[src/hdl/swlf_pkg.sv]
// Shared constants, register codes and types of the sync word length framer.
package swlf_pkg;

  localparam int unsigned SYNC_BITS_DEF   = 16;
  localparam int unsigned LENGTH_BITS_DEF = 8;

  localparam int unsigned SYNC_WORD_W = 16;
  localparam int unsigned BPU_W       = 8;
  localparam int unsigned CFG_DATA_W  = 16;
  localparam int unsigned CFG_IDX_W   = 1;

  localparam logic [SYNC_WORD_W-1:0] SYNC_WORD_RST = 16'hCCCC;
  localparam logic [BPU_W-1:0]       BPU_RST       = 8'd16;

  typedef enum logic [CFG_IDX_W-1:0] {
    CFG_SYNC_WORD     = 1'b0,
    CFG_BITS_PER_UNIT = 1'b1
  } cfg_idx_e;

  typedef struct packed {
    logic valid;
    logic data_bit;
    logic frame_end;
  } res_t;

endpackage

[src/hdl/swlf_in_if.sv]
// Input channel carrying one received bit per beat.
interface swlf_in_if;
  logic valid;
  logic ready;
  logic bit_in;

  modport source (output valid, output bit_in, input ready);
  modport sink (input valid, input bit_in, output ready);
endinterface

[src/hdl/swlf_out_if.sv]
// Output channel carrying one payload bit and its frame end flag per beat.
interface swlf_out_if;
  logic valid;
  logic ready;
  logic data_bit;
  logic frame_end;

  modport source (output valid, output data_bit, output frame_end, input ready);
  modport sink (input valid, input data_bit, input frame_end, output ready);
endinterface

[src/hdl/swlf_core.sv]
// Framing state machine: sync hunt, length field capture and payload count.
module swlf_core #(
  parameter int unsigned SYNC_BITS   = swlf_pkg::SYNC_BITS_DEF,
  parameter int unsigned LENGTH_BITS = swlf_pkg::LENGTH_BITS_DEF
) (
  input  logic                             clk_i,
  input  logic                             rst_ni,
  input  logic                             step_i,
  input  logic                             bit_i,
  input  logic [swlf_pkg::SYNC_WORD_W-1:0] sync_word_i,
  input  logic [swlf_pkg::BPU_W-1:0]       bits_per_unit_i,
  output swlf_pkg::res_t                   res_o
);

  localparam int unsigned FILL_W = $clog2(SYNC_BITS + 1);
  localparam int unsigned CNT_W  = LENGTH_BITS + swlf_pkg::BPU_W;

  typedef enum logic [1:0] {
    PH_HUNT = 2'd0,
    PH_LEN  = 2'd1,
    PH_DATA = 2'd2
  } phase_e;

  phase_e                 phase_q, phase_d;
  logic [SYNC_BITS-1:0]   window_q, window_d;
  logic [FILL_W-1:0]      fill_q, fill_d;
  logic [LENGTH_BITS-1:0] flen_q, flen_d;
  logic [CNT_W-1:0]       count_q, count_d;

  logic [SYNC_BITS+swlf_pkg::SYNC_WORD_W-1:0] sync_wide;
  logic [SYNC_BITS-1:0]   sync_cmp;
  logic [SYNC_BITS-1:0]   window_sh;
  logic [FILL_W-1:0]      fill_inc;
  logic [LENGTH_BITS:0]   flen_sh;
  logic [CNT_W-1:0]       count_inc;
  logic [CNT_W-1:0]       total;

  assign sync_wide = {{SYNC_BITS{1'b0}}, sync_word_i};
  assign sync_cmp  = sync_wide[SYNC_BITS-1:0];
  assign window_sh = {window_q[SYNC_BITS-2:0], bit_i};
  assign fill_inc  = (fill_q < FILL_W'(SYNC_BITS)) ? fill_q + FILL_W'(1) : fill_q;
  assign flen_sh   = {flen_q, bit_i};
  assign count_inc = count_q + CNT_W'(1);
  assign total     = CNT_W'(flen_q) * CNT_W'(bits_per_unit_i);

  always_comb begin
    phase_d  = phase_q;
    window_d = window_q;
    fill_d   = fill_q;
    flen_d   = flen_q;
    count_d  = count_q;
    res_o    = '0;
    unique case (phase_q)
      PH_LEN: begin
        flen_d  = flen_sh[LENGTH_BITS-1:0];
        count_d = count_inc;
        if (count_inc >= CNT_W'(LENGTH_BITS)) begin
          phase_d = PH_DATA;
          count_d = '0;
        end
      end
      PH_DATA: begin
        if (count_q < total) begin
          count_d         = count_inc;
          res_o.valid     = 1'b1;
          res_o.data_bit  = bit_i;
          res_o.frame_end = (count_inc == total);
        end else begin
          phase_d  = PH_HUNT;
          window_d = '0;
          fill_d   = '0;
          flen_d   = '0;
          count_d  = '0;
        end
      end
      default: begin
        phase_d  = PH_HUNT;
        window_d = window_sh;
        fill_d   = fill_inc;
        if (fill_inc >= FILL_W'(SYNC_BITS) && window_sh == sync_cmp) begin
          phase_d  = PH_LEN;
          window_d = '0;
          fill_d   = '0;
          flen_d   = '0;
          count_d  = '0;
        end
      end
    endcase
  end

  always_ff @(posedge clk_i or negedge rst_ni) begin
    if (!rst_ni) begin
      phase_q  <= PH_HUNT;
      window_q <= '0;
      fill_q   <= '0;
      flen_q   <= '0;
      count_q  <= '0;
    end else if (step_i) begin
      phase_q  <= phase_d;
      window_q <= window_d;
      fill_q   <= fill_d;
      flen_q   <= flen_d;
      count_q  <= count_d;
    end
  end

endmodule

[src/hdl/sync_word_length_framer_unit.sv]
// Top level of the sync word length framer: channels, configuration and pipeline registers.
//
// The input channel takes one received bit per beat. The block hunts for the
// configured sync word, reads the length field that follows, and passes
// length times bits_per_unit payload bits to the output channel, one per beat,
// with frame_end set on the last one. The bit after the payload is dropped.
// A bit is held in an input register and is processed as it moves to the
// result register, which presents payload bits on the output.
// One beat can be accepted in every cycle unless the receiver stalls.
// Beats that produce no result leave the output untouched.
// When the receiver stalls, the result register holds its beat and the input
// register holds one more bit; input ready then drops until the output moves.
// Reset clears the framing state and both pipeline valid flags, and loads the
// configuration defaults (sync word 0xCCCC, 16 bits per unit). The user must write
// registers through the configuration port while no beat is in flight; it is not enforced.
module sync_word_length_framer_unit #(
  parameter int unsigned SYNC_BITS   = swlf_pkg::SYNC_BITS_DEF,
  parameter int unsigned LENGTH_BITS = swlf_pkg::LENGTH_BITS_DEF
) (
  input  logic                            clk_i,
  input  logic                            rst_ni,
  swlf_in_if.sink                         in_i,
  swlf_out_if.source                      out_o,
  input  logic                            cfg_we_i,
  input  logic [swlf_pkg::CFG_IDX_W-1:0]  cfg_idx_i,
  input  logic [swlf_pkg::CFG_DATA_W-1:0] cfg_data_i
);

  logic [swlf_pkg::SYNC_WORD_W-1:0] sync_word_q;
  logic [swlf_pkg::BPU_W-1:0]       bpu_q;

  logic           s0_valid_q;
  logic           s0_bit_q;
  logic           out_valid_q;
  logic           out_data_q;
  logic           out_end_q;
  logic           step;
  swlf_pkg::res_t res;

  assign step       = s0_valid_q && (!out_valid_q || out_o.ready);
  assign in_i.ready = !s0_valid_q || step;

  assign out_o.valid     = out_valid_q;
  assign out_o.data_bit  = out_data_q;
  assign out_o.frame_end = out_end_q;

  always_ff @(posedge clk_i or negedge rst_ni) begin
    if (!rst_ni) begin
      sync_word_q <= swlf_pkg::SYNC_WORD_RST;
      bpu_q       <= swlf_pkg::BPU_RST;
    end else if (cfg_we_i) begin
      unique case (swlf_pkg::cfg_idx_e'(cfg_idx_i))
        swlf_pkg::CFG_SYNC_WORD:     sync_word_q <= cfg_data_i[swlf_pkg::SYNC_WORD_W-1:0];
        swlf_pkg::CFG_BITS_PER_UNIT: bpu_q <= cfg_data_i[swlf_pkg::BPU_W-1:0];
        default: ;
      endcase
    end
  end

  always_ff @(posedge clk_i or negedge rst_ni) begin
    if (!rst_ni) begin
      s0_valid_q <= 1'b0;
    end else if (in_i.valid && in_i.ready) begin
      s0_valid_q <= 1'b1;
    end else if (step) begin
      s0_valid_q <= 1'b0;
    end
  end

  always_ff @(posedge clk_i) begin
    if (in_i.valid && in_i.ready) begin
      s0_bit_q <= in_i.bit_in;
    end
  end

  swlf_core #(
    .SYNC_BITS   (SYNC_BITS),
    .LENGTH_BITS (LENGTH_BITS)
  ) u_core (
    .clk_i           (clk_i),
    .rst_ni          (rst_ni),
    .step_i          (step),
    .bit_i           (s0_bit_q),
    .sync_word_i     (sync_word_q),
    .bits_per_unit_i (bpu_q),
    .res_o           (res)
  );

  always_ff @(posedge clk_i or negedge rst_ni) begin
    if (!rst_ni) begin
      out_valid_q <= 1'b0;
    end else if (step) begin
      out_valid_q <= res.valid;
    end else if (out_o.ready) begin
      out_valid_q <= 1'b0;
    end
  end

  always_ff @(posedge clk_i) begin
    if (step && res.valid) begin
      out_data_q <= res.data_bit;
      out_end_q  <= res.frame_end;
    end
  end

endmodule

[src/flat_wrapper.sv]
// flat-port wrapper written by rule: the top's interface ports become plain ports
module sync_word_length_framer_unit_flat 
#(
  parameter int unsigned SYNC_BITS   = swlf_pkg::SYNC_BITS_DEF,
  parameter int unsigned LENGTH_BITS = swlf_pkg::LENGTH_BITS_DEF
)
  (clk_i, rst_ni, cfg_we_i, cfg_idx_i, cfg_data_i, in_i_valid, in_i_bit_in, in_i_ready, out_o_valid, out_o_data_bit, out_o_frame_end, out_o_ready);
  swlf_in_if in_i_i ();
  swlf_out_if out_o_i ();
  input  logic clk_i;
  input  logic rst_ni;
  input  logic cfg_we_i;
  input  logic [swlf_pkg::CFG_IDX_W-1:0] cfg_idx_i;
  input  logic [swlf_pkg::CFG_DATA_W-1:0] cfg_data_i;
  input wire logic [$bits(in_i_i.valid)-1:0] in_i_valid;
  input wire logic [$bits(in_i_i.bit_in)-1:0] in_i_bit_in;
  output wire logic [$bits(in_i_i.ready)-1:0] in_i_ready;
  output wire logic [$bits(out_o_i.valid)-1:0] out_o_valid;
  output wire logic [$bits(out_o_i.data_bit)-1:0] out_o_data_bit;
  output wire logic [$bits(out_o_i.frame_end)-1:0] out_o_frame_end;
  input wire logic [$bits(out_o_i.ready)-1:0] out_o_ready;
  assign in_i_i.valid = in_i_valid;
  assign in_i_i.bit_in = in_i_bit_in;
  assign in_i_ready = in_i_i.ready;
  assign out_o_valid = out_o_i.valid;
  assign out_o_data_bit = out_o_i.data_bit;
  assign out_o_frame_end = out_o_i.frame_end;
  assign out_o_i.ready = out_o_ready;
  sync_word_length_framer_unit #(.SYNC_BITS(SYNC_BITS), .LENGTH_BITS(LENGTH_BITS)) u_core (.clk_i(clk_i), .rst_ni(rst_ni), .in_i(in_i_i), .out_o(out_o_i), .cfg_we_i(cfg_we_i), .cfg_idx_i(cfg_idx_i), .cfg_data_i(cfg_data_i));
endmodule
[config.mk]
export PLATFORM = sky130hd
export DESIGN_NAME = sync_word_length_framer_unit_flat
export DESIGN_NICKNAME = d
export VERILOG_FILES = /design/src/hdl/swlf_pkg.sv /design/src/hdl/swlf_in_if.sv /design/src/hdl/swlf_out_if.sv /design/src/hdl/swlf_core.sv /design/src/hdl/sync_word_length_framer_unit.sv /design/src/flat_wrapper.sv
export SDC_FILE = /design/constraint.sdc
export NUM_CORES = 1
export LEC_CHECK = 0
export BUFFER_PORTS_ARGS = -buffer_cell sky130_fd_sc_hd__buf_4
export CAP_MARGIN = 20
export CELL_PAD_IN_SITES_DETAIL_PLACEMENT = 0
export CELL_PAD_IN_SITES_GLOBAL_PLACEMENT = 1
export CORE_ASPECT_RATIO = 1.5
export CORE_MARGIN = 3
export CORE_UTILIZATION = 50
export CTS_BUF_LIST = sky130_fd_sc_hd__clkbuf_8
export DETAILED_ROUTE_END_ITERATION = 10
export PLACE_DENSITY_LB_ADDON = 0.25
export SYNTH_ARGS = -nofsm -noshare
export SYNTH_HDL_FRONTEND = slang
export SYNTH_SLANG_ARGS = --single-unit
[constraint.sdc]
create_clock -name clk_i -period 14.7 [get_ports clk_i]
set_input_delay 1.47 -clock clk_i [delete_from_list [all_inputs] [get_ports clk_i]]
set_output_delay 1.47 -clock clk_i [all_outputs]
set_load 0.005 [all_outputs]
==> metrics.md <==
| Metric | Value |
|---|---|
| Rel. slew slack | `32.4%` |
| Worst hold slack | `0.532 ns` |
| First-pass GRT wire length | `25.1 mm` |
| Final ANT Viol Nets | `0` |
| Unrepaired setup endpoints after global routing | `false` |
| Final worst path period need | `7.74 ns` |
| RD Place Congestion | `0.913` |
| Setup crit end kind | `flip-flop` |
| DRT iter0 DRCs | `290` |
| Largest delay share family, worst path | `adder cells` |
| Overflow after GRT | `0` |
| Die area | `0.0147 mm2` |
| Post-Synthesis Cell Area | `0.00661 mm2` |
| Initial Util | `52.1%` |
| Crit start category | `flip-flop` |
| Hold Path End | `u_core.u_core.window_q[14]` |
| PD cells | `80.9 mW/mm2` |
| Setup CP Type | `reg2reg` |
| Async SR Flop Fraction | `96.0%` |
| CP Buf/Inv Count | `2` |
| F_max | `129 MHz` |
| Number of remaining DRC errors | `0` |
| Post-CTS Setup Inserts | `0` |
| Final Power | `0.000573 W` |
| Most used cell along the critical path | `fa_1` |
| Setup-failing EPs final | `0` |
| Hold depth | `1` |
| Synth Area per Inst | `10.2 um2` |
| Post-CTS sizing | `0` |
| Total track usage | `21.7%` |
| Core Area | `0.0127 mm2` |
| Htree depth | `3` |
| Crit share post-route | `52.6%` |
| Initial antenna violation count | `0` |
| R2r endpoint | `u_core.u_core.fill_q[3]` |
| Max incr delay on CP | `0.78 ns` |
| CTS tree | `built` |
| Status | `completed` |
| Clock sink total | `75` |
| Clock Skew | `0.0130 ns` |
| Max-Cap Viols | `0` |
| Vias in the first global route | `4,946` |
| Worst path depth | `22` |
| WL per Instance | `18.6 um` |
| Worst hold path class | `reg2reg` |
| Reg2reg setup slack | `6.96 ns` |
| Yosys reg bits | `75` |
| DP Cell Count | `802` |
| Post-Syn Nets | `764` |
| Arrival time at the worst endpoint | `7.98 ns` |
| Static leakage | `3.42 nW` |
| Clk pin slew, worst setup/hold paths | `0.09 ns` |
| # diodes | `0` |
| Crit-path cells | `and2_1 -> fa_1 -> fa_1 -> fa_1 -> inv_1 -> fa_1 -> inv_1 -> ha_1 -> and3_1 -> a221oi_1 -> nor2_1 -> a21o_1 -> a21o_1 -> xnor2_1 -> ha_1 -> and4_1 -> o2111ai_1 -> a31o_2 -> a21oi_1 -> nand2b_1 -> a21o_1 -> a22o_1` |
| Layout cells sized above 1 | `14.5%` |
| Worst-Margin Slew | `1.01 ns` |
| Hold-fix buffer count after cts | `0` |
| IR drop worst, VDD | `0.0909 mV` |
| Post-synth EDFFs | `3` |
| Row count | `50` |
| Setup TNS Final | `0 ns` |
| TritonRoute pass-1 iters | `7` |
| Worst skew pair latency | `0.36 ns` |
| Num CTS Buffers | `9` |
| Vias | `4,820` |
| Post-synthesis sequential area ratio | `28.8%` |
| Worst-path maximum fanout | `21` |
| Final Instance Count excl. Fillers | `818` |
| Worst reg-to-reg path cell count | `22` |
| Yosys cell types | `67` |
| Final hold vios | `0` |
| Via/cell ratio | `5.89` |
| Die W | `99.9 um` |
| Synthesis-to-finish area growth | `7.08%` |
| Routed WL | `15.2 mm` |
| Pin count of the biggest net entering global routing | `73` |
| HP Start | `u_core.u_core.window_q[14]` |
| Max Slew Vio Count | `0` |
| Final nets | `773` |
| Ys flop type | `dfrtp_1` |
| I/O Pins | `27` |
| Dpl hpwl | `11.8 mm` |
| IO Port Bufs | `26` |
| Synth Warn # | `0` |
| Mapped Cells | `648` |
| Worst path slowest cell | `a21oi_1` |
| Die H | `147 um` |
| CP Data Required Time | `14.95 ns` |
| Clk buf depth | `2` |
| Root Buffer Master | `clkbuf_8` |
| Worst r2r src | `u_core.u_core.flen_q[1]` |
[through the flow]
step	utilization, %	cell area (um2)	worst slack (ns)
after CTS	55.8	7080	6.95
after detailed placement	54.1	6870	7.01
after global routing	55.8	7080	6.47
after floorplan	-	6610	8.38
after global placement	54.1	6870	7.22
final	55.8	7080	6.96
[kinds of logic after synthesis]
kind of cell | synth area share [%]
adder cells (fa/ha/maj) | 21.7
flip-flops | 28.8
buffers and inverters | 5.37
AND/OR/NAND/NOR | 17.4
AO/OA/AOI/OAI | 13.5
XOR/XNOR | 8.32
multiplexers | 4.90
[layout by cell type (no fill, tap or decap), drive strengths merged, types with 11 or more instances in the layout]
cell and instances:
a21o 12, a21oi 13, a22o 25, and2 60, buf 27, dfrtp 63
fa 36, ha 57, inv 61, mux2 27, nand2 31, nand3 11
nand4 11, nor2 17, nor3 15, o21ai 21, o31ai 13, xnor2 38
xor2 12
[synth_stat cells (5+ instances only)]
library cell | instances | area share (%)
o31ai_1 | 11 | 1.2
a21o_1 | 12 | 1.4
dfstp_2 | 9 | 3.6
o21ai_0 | 19 | 1.4
buf_2 | 5 | 0.38
ha_1 | 57 | 11
fa_1 | 36 | 11
nand2_1 | 30 | 1.7
and3_1 | 7 | 0.66
nor2b_1 | 9 | 0.85
and2_1 | 60 | 5.7
xor2_1 | 12 | 1.6
nand2b_1 | 5 | 0.47
a22o_1 | 25 | 3.3
clkbuf_1 | 19 | 1.1
nor2_1 | 17 | 0.96
dfrtp_1 | 63 | 24
xnor3_1 | 5 | 1.7
nor3_1 | 13 | 0.98
or3_1 | 5 | 0.47
nand4_1 | 9 | 0.85
mux2_2 | 27 | 4.6
a32o_1 | 8 | 1.2
nand3_1 | 10 | 0.76
a21oi_1 | 12 | 0.91
inv_1 | 58 | 3.3
xnor2_1 | 38 | 5.0
[state kept, by name, summed over array words and instances (netlist names)]
| signal | cells |
|---|---|
| u_core.u_core.count_q | 16 |
| u_core.u_core.flen_q | 8 |
| u_core.u_core.phase_q | 2 |
| u_core.out_o.data_bit | 1 |
| u_core.sync_word_q | 16 |
| u_core.bpu_q | 8 |
| u_core.u_core.window_q | 15 |
| u_core.out_o.frame_end | 1 |
| u_core.u_core.fill_q | 5 |
| u_core.out_o.valid | 1 |
| u_core.s0_valid_q | 1 |
| u_core.s0_bit_q | 1 |
[routing by layer]
metal | track usage [%] | part of all wire [%]
met1 | 27.6 | 42
met2 | 36.8 | 52
met3 | 2.66 | 2.6
met4 | 9.09 | 3.2
met5 | 0 | 0
[where the power goes]
part	switching [W]	internal [W]	leakage (nW)
Combinational	0.0000636	0.0000693	2.37
Sequential	0.0000338	0.000235	0.945
Clock	0.0000865	0.0000847	0.104
Total	0.000184	0.000389	3.42
[how the worst max path moves through the flow]
stage,start,end
floorplan,u_core.u_core.flen_q[1],u_core.u_core.window_q[0]
finish,u_core.u_core.flen_q[1],u_core.u_core.fill_q[3]
global route,u_core.u_core.flen_q[1],u_core.u_core.fill_q[3]
detailed placement,u_core.u_core.flen_q[1],u_core.u_core.fill_q[3]
global placement,u_core.u_core.flen_q[1],u_core.u_core.fill_q[3]
CTS,u_core.u_core.flen_q[1],u_core.u_core.fill_q[3]
[layout make-up]
type / instances / area (um2)
fill: 1156 / 5620
multi-input combinational: 486 / 4360
sequential: 75 / 1900
inverter: 58 / 218
timing repair buffer: 27 / 203
tap: 156 / 195
clock buffer: 10 / 138
clock inverter: 6 / 70.1
(Power assumes the default switching activity.)
